$ cat src/rtl/core/ppp_pkg.sv
// ppp_pkg: shared constants, register codes and types for the perspective point projector
// no dependencies
`default_nettype none
package ppp_pkg;

  localparam int COORD_BITS_DEF  = 24;
  localparam int SCREEN_BITS_DEF = 12;
  localparam int COLOR_W         = 24;
  localparam int ADDR_W          = 24;
  localparam int CFG_IDX_W       = 3;
  localparam int CFG_DATA_W      = 24;
  localparam int FIFO_DEPTH      = 2;

  localparam int WIDTH_RST  = 640;
  localparam int HEIGHT_RST = 480;
  localparam int PITCH_RST  = 640;
  localparam int SCALE_RST  = 554;
  localparam logic [COLOR_W-1:0] COLOR_RST = 24'h00ff00;

  typedef enum logic [CFG_IDX_W-1:0] {
    REG_WIDTH  = 3'd0,
    REG_HEIGHT = 3'd1,
    REG_PITCH  = 3'd2,
    REG_SCALE  = 3'd3,
    REG_COLOR  = 3'd4
  } cfg_reg_e;

  typedef struct packed {
    logic full;
    logic empty;
  } fifo_status_t;

endpackage
`default_nettype wire

$ cat src/rtl/core/ppp_fifo.sv
// ppp_fifo: short show-ahead queue between the front and back parts
// depends on ppp_pkg
`default_nettype none
module ppp_fifo #(
  parameter int WIDTH = 8,
  parameter int DEPTH = 2
) (
  input  wire logic               clk_i,
  input  wire logic               rst_ni,
  input  wire logic               push_i,
  input  wire logic [WIDTH-1:0]   data_i,
  input  wire logic               pop_i,
  output logic [WIDTH-1:0]        data_o,
  output ppp_pkg::fifo_status_t   stat_o
);
  import ppp_pkg::*;

  localparam int PW = (DEPTH > 1) ? $clog2(DEPTH) : 1;
  localparam int CW = $clog2(DEPTH + 1);

  logic [WIDTH-1:0] mem_q [DEPTH];
  logic [PW-1:0]    wr_q, wr_d, rd_q, rd_d;
  logic [CW-1:0]    cnt_q, cnt_d;
  logic             do_push, do_pop;

  assign stat_o.full  = (cnt_q == CW'(DEPTH));
  assign stat_o.empty = (cnt_q == '0);
  assign do_push = push_i && !stat_o.full;
  assign do_pop  = pop_i && !stat_o.empty;
  assign data_o  = mem_q[rd_q];

  always_comb begin
    wr_d  = wr_q;
    rd_d  = rd_q;
    cnt_d = cnt_q;
    if (do_push) begin
      wr_d = (wr_q == PW'(DEPTH - 1)) ? '0 : wr_q + 1'b1;
    end
    if (do_pop) begin
      rd_d = (rd_q == PW'(DEPTH - 1)) ? '0 : rd_q + 1'b1;
    end
    if (do_push && !do_pop) begin
      cnt_d = cnt_q + 1'b1;
    end else if (do_pop && !do_push) begin
      cnt_d = cnt_q - 1'b1;
    end
  end

  always_ff @(posedge clk_i or negedge rst_ni) begin
    if (!rst_ni) begin
      wr_q  <= '0;
      rd_q  <= '0;
      cnt_q <= '0;
    end else begin
      wr_q  <= wr_d;
      rd_q  <= rd_d;
      cnt_q <= cnt_d;
    end
  end

  always_ff @(posedge clk_i) begin
    if (do_push) begin
      mem_q[wr_q] <= data_i;
    end
  end

endmodule
`default_nettype wire

$ cat config.mk
export PLATFORM = sky130hd
export DESIGN_NAME = ppp_fifo
export DESIGN_NICKNAME = d
export VERILOG_FILES = /design/src/rtl/core/ppp_pkg.sv /design/src/rtl/core/ppp_fifo.sv
export SDC_FILE = /design/constraint.sdc
export NUM_CORES = 1
export LEC_CHECK = 0
export BUFFER_PORTS_ARGS = -buffer_cell sky130_fd_sc_hd__buf_4
export CORE_MARGIN = 2
export CORE_UTILIZATION = 50
export CTS_CLUSTER_DIAMETER = 200
export DETAILED_ROUTE_END_ITERATION = 8
export HOLD_SLACK_MARGIN = 0.12
export PLACE_DENSITY = 0.88
export SLEW_MARGIN = 20
export SYNTH_ARGS = -nofsm -noshare
export SYNTH_HDL_FRONTEND = slang
export SYNTH_SLANG_ARGS = --single-unit
$ cat constraint.sdc
create_clock -name clk_i -period 3.7 [get_ports clk_i]
set_input_delay 0.74 -clock clk_i [delete_from_list [all_inputs] [get_ports clk_i]]
set_output_delay 0.74 -clock clk_i [all_outputs]
set_load 0.01 [all_outputs]
==> run metrics <==
most numerous cell in the Yosys netlist=edfxtp_1; crit-path cells=mux2_2 -> buf_4; Clock Latency Late Sink=0.28 ns; Setup crit end=data_o[2]; minimum clock period=between 2 and 2.5 ns; Gate power share=0.362; CTS Root Cell=clkbuf_4; Die Area=1896 um2; R2R setup slack=2.06 ns; max_cap viols=0; synth warn=0; DRT Pass-1 Iters=3; pin count of the biggest net entering global routing=11; Routed Antenna Nets=0; total I/O pin count=22; # rows=14; number of flops mapped to enable cells by yosys=16; final WL=1.130 mm; gr ovfl total=0; Max IR drop VDD=0.4076 mV; Internal=0.4971 mW; vias per cell=5.048; pre-CTS WS=1.829 ns; Hold/Removal Path Class=in2async; first-pass GRT wire length=1.759 mm; leak pwr=around 0.41 nW; Setup WS post-layout=1.559 ns; Yosys reg bits=20; Tot GR Track Use=0.1344; Crit path max-delay family=flip-flops; H-tree depth=1; multi-input gate area in the final layout=between 150 and 200 um2; hpwl dp=about 870 um; status=finished, final reports clean; antenna violations before repair=0; final count of negative-setup-slack endpoints=0; Die X-Extent=between 40 and 50 um; WL/cell=13.61 um; Worst Skew=0.004023 ns; fin crit share=0.5787; crit path buf inv count=1; area growth from synthesis to layout=24.96%; Post-Syn Instances=44; largest area contributor in the netlist=edfxtp_1; worst relative slew slack=0.5353; Clk pin slew, worst setup/hold paths=~0.10 ns; fmax=467.0 MHz; Reg area=580.6 um2; post-CTS setup buffer count=0; Worst Path Arrival=1.40 ns; Critical Path Source Type=register; Clock Path Buffers=2; Setup TNS Final=0 ns; fillers=102; Reg2Reg Capture Point=mem_q[0][6]; CTS sink cnt=20; CP peak stage delay=0.59 ns; Crit path depth=2; number of I/O port buffers=21; CTS Hold Bufs=0; CP max FO=9; Net Switching=0.2200 mW; Layout Nets=82; Critical R2R Launch=cnt_q[0]; prevailing post-synth register cell=edfxtp_1; initial DRC count=1; Worst path slowest cell=dfrtp_1; Yosys top cell area share=0.6144; fraction of layout cells with a size suffix above 1=0.4179; synthesized area=about 780 um2; final core area utilization=0.6563; Clock Power Share=0.132; unrepaired setup endpoints after global routing=no; Die H=43.55 um; Worst Setup SP=rd_q; most frequent cells after synthesis=edfxtp_1, mux2_1, dfrtp_1, nor2_1; sequential power share=0.506; gpl congestion=0.6847; antenna cells=0; worst reg2reg path depth=3; critical path capture point type=output pin; Final Hold Viols=0; Seq/Total Area, Yosys=0.7424; area of the core=1489 um2; CTS Buf Count=3; CTS resizes=0; Tightest Pin Transition=0.6944 ns; syn_nets=57; critical path class=reg2out; mean area per synthesized cell=17.77 um2; PwrDens=roughly 730 nW/um2; initial core utilization=0.5252; CP required=2.96 ns; Synth cell types=15; Post-route DRC=0; Net Sw Frac=0.3068; Area contributors post-synth=edfxtp_1, dfrtp_1, mux2_1; vias in the first global route=437; Max Transition Viols Final=0; PnR Total Power=0.7171 mW; routed vias=419; CTS tree=done; async set-reset flop share out of synthesis=0.2000
==> logic make-up after synthesis <==
group	synth area share
buffers and inverters	0.01600
muxes	0.1152
and+or+nand+nor	0.03841
xor gates and xnor gates	0.06561
DFF	0.7424
adders and majority gates	0.01600
AOI/OAI and AO/OA	0.006394
==> layout by cell type, fill, tap and decap left out, drive strengths merged <==
master  netlist  layout
and3          1       1
buf           1      21
clkbuf        0       3
dfrtp         4       4
edfxtp       16      16
ha            1       1
inv           2       2
mux2          8       8
nand2         1       1
nand2b        1       1
nor2          3       3
o21ai         1       1
xnor2         3       3
xor2          2       2
==> through the flow <==
stage | cells | area [um2] | hold WS [ns]
after detailed placement | 80 | 954.7 | 0.5087
after CTS | 83 | 977.2 | 0.2185
after global routing | 83 | 977.2 | 0.2040
after floorplan | 44 | 782.0 | 0.4444
after global placement | 80 | 954.7 | 0.5002
final | 83 | 977.2 | 0.2285
==> worst reg2reg max path: cells and delay by family (launching register included) <==
family | cells | cell delay (ns)
and+or+nand+nor | 3 | 0.83
DFF | 1 | 0.45
==> flip-flops by register name, indices dropped and copies added, names as in the netlist <==
name / count
rd_q: 1
wr_q: 1
cnt_q: 2
mem_q: 16
==> layout make-up <==
type,instances,share of cell area
sequential,20,0.5941
multi-input combinational,21,0.1933
timing repair buffer,21,0.1613
clock buffer,3,0.02305
tap,16,0.02049
inverter,2,0.007682
==> power groups by stage <==
stage,sequential (mW),clock (mW),combinational (mW)
after global placement,0.365,0,0.256
final,0.363,0.0948,0.259
after global routing,0.373,0.107,0.281
after detailed placement,0.371,0,0.264
after floorplan,0.343,0,0.178
after CTS,0.365,0.0999,0.265
==> layer usage <==
layer  share of wire  global-route usage  vias to the layer above
li1                -                   -                      204
met1            0.40              0.1282                      200
met2            0.53              0.2471                       15
met3           0.077             0.04583                        0
met4               0             0.07273                        0
met5               0                   0                        -
==> how the worst min path moves through the flow <==
stage              from       end  slack [ns]
3_5_place_dp   cnt_q[1]  cnt_q[1]        0.51
5_1_grt          rst_ni  cnt_q[1]        0.20
4_1_cts          rst_ni  cnt_q[1]        0.22
2_1_floorplan    rst_ni  cnt_q[0]        0.44
3_3_place_gp   cnt_q[1]  cnt_q[1]        0.50
6_report         rst_ni  cnt_q[1]        0.23
Note: power is estimated with default switching activity, not from simulation.
