**config.mk**
```make
export PLATFORM = sky130hd
export DESIGN_NAME = ppp_front
export DESIGN_NICKNAME = d
export VERILOG_FILES = /design/src/rtl/core/ppp_pkg.sv /design/src/rtl/core/ppp_front.sv
export SDC_FILE = /design/constraint.sdc
export NUM_CORES = 2
export LEC_CHECK = 0
export BUFFER_PORTS_ARGS = -buffer_cell sky130_fd_sc_hd__buf_2
export CAP_MARGIN = 20
export CORE_MARGIN = 3
export CORE_UTILIZATION = 32
export DETAILED_ROUTE_END_ITERATION = 12
export GPL_ROUTABILITY_DRIVEN = 0
export SLEW_MARGIN = 20
export SYNTH_ARGS = -nofsm -noshare
export SYNTH_HDL_FRONTEND = slang
export SYNTH_SLANG_ARGS = --single-unit
```
**constraint.sdc**
```tcl
create_clock -name clk_i -period 8.05 [get_ports clk_i]
set_clock_uncertainty 0.2 [all_clocks]
set_input_delay 0.805 -clock clk_i [delete_from_list [all_inputs] [get_ports clk_i]]
set_output_delay 0.805 -clock clk_i [all_outputs]
set_load 0.02 [all_outputs]
```
**src/rtl/core/ppp_pkg.sv**
```systemverilog
// ppp_pkg: shared constants, register codes and types for the perspective point projector
// no dependencies
`default_nettype none
package ppp_pkg;

  localparam int COORD_BITS_DEF  = 24;
  localparam int SCREEN_BITS_DEF = 12;
  localparam int COLOR_W         = 24;
  localparam int ADDR_W          = 24;
  localparam int CFG_IDX_W       = 3;
  localparam int CFG_DATA_W      = 24;
  localparam int FIFO_DEPTH      = 2;

  localparam int WIDTH_RST  = 640;
  localparam int HEIGHT_RST = 480;
  localparam int PITCH_RST  = 640;
  localparam int SCALE_RST  = 554;
  localparam logic [COLOR_W-1:0] COLOR_RST = 24'h00ff00;

  typedef enum logic [CFG_IDX_W-1:0] {
    REG_WIDTH  = 3'd0,
    REG_HEIGHT = 3'd1,
    REG_PITCH  = 3'd2,
    REG_SCALE  = 3'd3,
    REG_COLOR  = 3'd4
  } cfg_reg_e;

  typedef struct packed {
    logic full;
    logic empty;
  } fifo_status_t;

endpackage
`default_nettype wire

```
**src/rtl/core/ppp_front.sv**
```systemverilog
// ppp_front: accepts vertices, applies the translation and scales X and Y
// depends on ppp_pkg; feeds ppp_fifo
`default_nettype none
module ppp_front #(
  parameter int COORD_BITS  = ppp_pkg::COORD_BITS_DEF,
  parameter int SCREEN_BITS = ppp_pkg::SCREEN_BITS_DEF,
  parameter int SW = COORD_BITS + 1,
  parameter int PW = SW + SCREEN_BITS + 1,
  parameter int FW = 2 * PW + SW
) (
  input  wire logic                          clk_i,
  input  wire logic                          rst_ni,
  input  wire logic                          start_i,
  input  wire logic signed [COORD_BITS-1:0]  vertex_x_i,
  input  wire logic signed [COORD_BITS-1:0]  vertex_y_i,
  input  wire logic signed [COORD_BITS-1:0]  vertex_z_i,
  input  wire logic signed [COORD_BITS-1:0]  offset_x_i,
  input  wire logic signed [COORD_BITS-1:0]  offset_z_i,
  input  wire logic [SCREEN_BITS-1:0]        scale_i,
  input  wire ppp_pkg::fifo_status_t         stat_i,
  output logic                               busy_o,
  output logic                               push_o,
  output logic [FW-1:0]                      data_o
);
  import ppp_pkg::*;

  logic                 valid_q;
  logic                 accept;
  logic signed [SW-1:0] xs, ys, zs;
  logic signed [PW-1:0] sc, px_d, py_d, px_q, py_q;
  logic signed [SW-1:0] z_q;

  assign push_o = valid_q && !stat_i.full;
  assign busy_o = valid_q && stat_i.full;
  assign accept = start_i && !busy_o;

  always_comb begin
    xs   = SW'(vertex_x_i) + SW'(offset_x_i);
    ys   = SW'(vertex_y_i);
    zs   = SW'(vertex_z_i) + SW'(offset_z_i);
    sc   = $signed({{(PW - SCREEN_BITS){1'b0}}, scale_i});
    px_d = PW'(xs) * sc;
    py_d = PW'(ys) * sc;
  end

  always_ff @(posedge clk_i or negedge rst_ni) begin
    if (!rst_ni) begin
      valid_q <= 1'b0;
    end else if (accept) begin
      valid_q <= 1'b1;
    end else if (push_o) begin
      valid_q <= 1'b0;
    end
  end

  always_ff @(posedge clk_i) begin
    if (accept) begin
      px_q <= px_d;
      py_q <= py_d;
      z_q  <= zs;
    end
  end

  assign data_o = {px_q, py_q, z_q};

endmodule
`default_nettype wire

```
==> impl_metrics.json <==
{
  "outcome": "finished clean",
  "max_freq_mhz": 128,
  "io_buffers": 238,
  "hold_path_startpoint": "start_i",
  "post-dp-hpwl_mm": 53.3,
  "setup_viol": 0,
  "seq_area_mm2": 0.00303,
  "hold_path_end": "valid_q",
  "cts-root-buf": "clkbuf_16",
  "fill_cells": 8328,
  "avgRoutedWirePerCell_um": 15.0,
  "wl_mm": 64.3,
  "cts_tree": "done",
  "cts_inserted_buffers": 9,
  "min_period_ns": 7.82,
  "grt_pass1_vias": 21000,
  "drc": 0,
  "rsz0062_at_grt": "true",
  "crit_path_frequent_cell": "fa_1",
  "slowest_stage": "fa_1",
  "synth_edf_count": 100,
  "tightest_slew_ns": 0.971,
  "core-area_mm2": 0.0821,
  "finalNetCount": 4096,
  "hold_viol_final": 0,
  "ant_nets": 0,
  "num_vias": 20200,
  "layout_commonest_cell": "inv_1",
  "drtIter0Drc": 929,
  "mappedNetlistNets": 3771,
  "via_per_inst": 4.69,
  "final_cell_mix": "inv_1, fa_1, nand2_1, and2_1, buf_2",
  "end_kind": "register",
  "ff2ff_path_depth": 3,
  "first_pass_iters": 5,
  "worstPathRequired_ns": 8.13,
  "die_w_um": 294,
  "ys_seq_area_share_pct": 11.4,
  "synth_area_mm2": 0.0266,
  "grt_overflow": 0,
  "arrival_ns": 7.90,
  "timing.rr.end": "px_q[25]",
  "crit_type": "primary input to register",
  "syn2layout_area_growth_pct": 16.7,
  "drive_above_1_share_pct": 17.0,
  "clockBufferDepth": 2,
  "grt_pass1_wl_mm": 107,
  "ys_ff_latch": 101,
  "grt_usage_pct": 15.4,
  "rrSetupSlack_ns": 5.59,
  "path_max_fanout": 5,
  "fin_crit_sh_pct": 97.1,
  "syn_inst": 2890,
  "drv_cap": 0,
  "holdPathStages": 2,
  "worst_hold_path_type": "primary input to register",
  "utilization_pct": 37.8,
  "synthFlopType": "edfxtp_1",
  "slew_headroom_pct": 35.2,
  "synth_area_per_cell_um2": 9.19,
  "clock_latency_ns": 0.41,
  "grt_antenna_before_repair": 11,
  "synth_cell_type_count": 78,
  "rows": 105,
  "dieArea_mm2": 0.0865,
  "cp-start-kind": "primary input",
  "h-tree-depth": 3,
  "cpPeakStageDelay_ns": 0.51,
  "num_io_pins": 240,
  "clkTransAtPathRegs_ns": 0.09,
  "yosys_warnings": 0,
  "maxSlewViolCount": 0,
  "async_flop_share_pct": 0.990,
  "start_util_pct": 32.4,
  "grt_max_degree": 75,
  "multi_input_comb_area_mm2": 0.0211,
  "die_y_um": 294,
  "clock_sinks": 101,
  "reg2reg_from": "valid_q"
}
[registers in the layout, summed over array words and instances (netlist names)]
| name | count |
|---|---|
| px_q | 38 |
| py_q | 37 |
| valid_q | 1 |
| z_q | 25 |
[worst max-delay path by stage]
stage	depth (start not counted)	start	end
global placement	33	vertex_x_i[0]	px_q[35]
floorplan	31	vertex_x_i[0]	px_q[37]
finish	31	vertex_x_i[0]	px_q[35]
global route	34	vertex_x_i[0]	px_q[35]
CTS	33	vertex_x_i[0]	px_q[35]
detailed placement	33	vertex_x_i[0]	px_q[35]
[repair_timing]
action	in CTS	in global routing
hold endpoints to repair	1	0
pin swaps	3	33
gates resized for setup	21	58
hold buffers	1	0
setup endpoints to repair	11	17
setup buffers	1	5
[metal layers]
metal / global-route usage [%] / routed length [um] / up-vias
met5: 0 / 79 / -
met4: 3.09 / 908 / 10
met3: 2.20 / 2720 / 54
met2: 27.6 / 32500 / 370
met1: 19.9 / 28100 / 10200
li1: - / - / 9480
[through the flow]
stage	cell area [um2]	setup WS [ns]	hold slack (ns)	setup TNS [ns]	std cells
finish	31000	0.231	0.396	0	4294
global route	31000	-0.0332	0.381	-0.0447	4290
CTS	30600	0.00169	0.361	0	4285
detailed placement	30200	-0.854	0.381	-8.42	4267
global placement	30200	-0.849	0.380	-7.27	4267
floorplan	26600	0.306	0.309	0	2890
[final cells by class]
| cell class | count | area share [%] |
|---|---|---|
| inverters | 643 | 7.78 |
| flip-flops and latches | 101 | 9.76 |
| diodes | 4 | 0.0323 |
| clock buffers | 10 | 0.771 |
| multi-input cells | 2016 | 67.9 |
| clock inverters | 6 | 0.206 |
| repair buffers | 444 | 9.22 |
| well taps | 1070 | 4.32 |
[kinds of logic after synthesis]
group,synth area share (%)
AND/OR/NAND/NOR,16.0
buffers and inverters,11.0
adder cells (fa/ha/maj),50.0
AO/OA/AOI/OAI,7.37
flip-flops,11.4
XOR/XNOR,3.30
multiplexers,0.998
[cell usage after synthesis (3+ instances only)]
cell type	count	share of area, %
or2_2	5	0.12
o211ai_1	7	0.20
xnor2_1	79	2.6
o21ai_1	7	0.13
a311oi_1	4	0.13
nand3_1	27	0.51
edfxtp_1	100	11
and3_1	14	0.33
nand4_1	11	0.26
xor2_1	21	0.69
a211oi_1	15	0.42
nor2_1	68	0.96
nor3_1	18	0.34
a21oi_1	89	1.7
o21a_1	16	0.45
nand2_1	363	5.1
nor4_1	5	0.12
inv_1	643	9.1
mux2_2	12	0.51
a21oi_2	3	0.099
o21ai_0	47	0.89
a21o_1	31	0.88
o31ai_1	4	0.11
or3_1	4	0.094
nand2b_1	36	0.85
or4_1	5	0.14
nand3b_1	6	0.17
mux2i_1	13	0.49
o21bai_1	15	0.42
a21boi_0	5	0.14
buf_2	4	0.075
and2_1	258	6.1
a211o_1	4	0.13
o31a_1	3	0.099
a31oi_1	8	0.19
o41ai_1	3	0.099
buf_4	3	0.085
nand4b_1	3	0.099
fa_1	528	40
ha_1	216	10
clkbuf_1	122	1.7
nor2b_1	20	0.47
[critical path, delay by kind of cell]
| family | cells | cell delay [ns] |
|---|---|---|
| mux | 1 | 0.35 |
| simple gates | 4 | 0.73 |
| fa+ha+maj | 8 | 3.12 |
| compound gates | 10 | 2.09 |
| buf+inv | 8 | 0.78 |
Power is left out: the tool's default activity adds up to more than one toggle a clock period on the data nets, which glitch-free logic cannot reach.
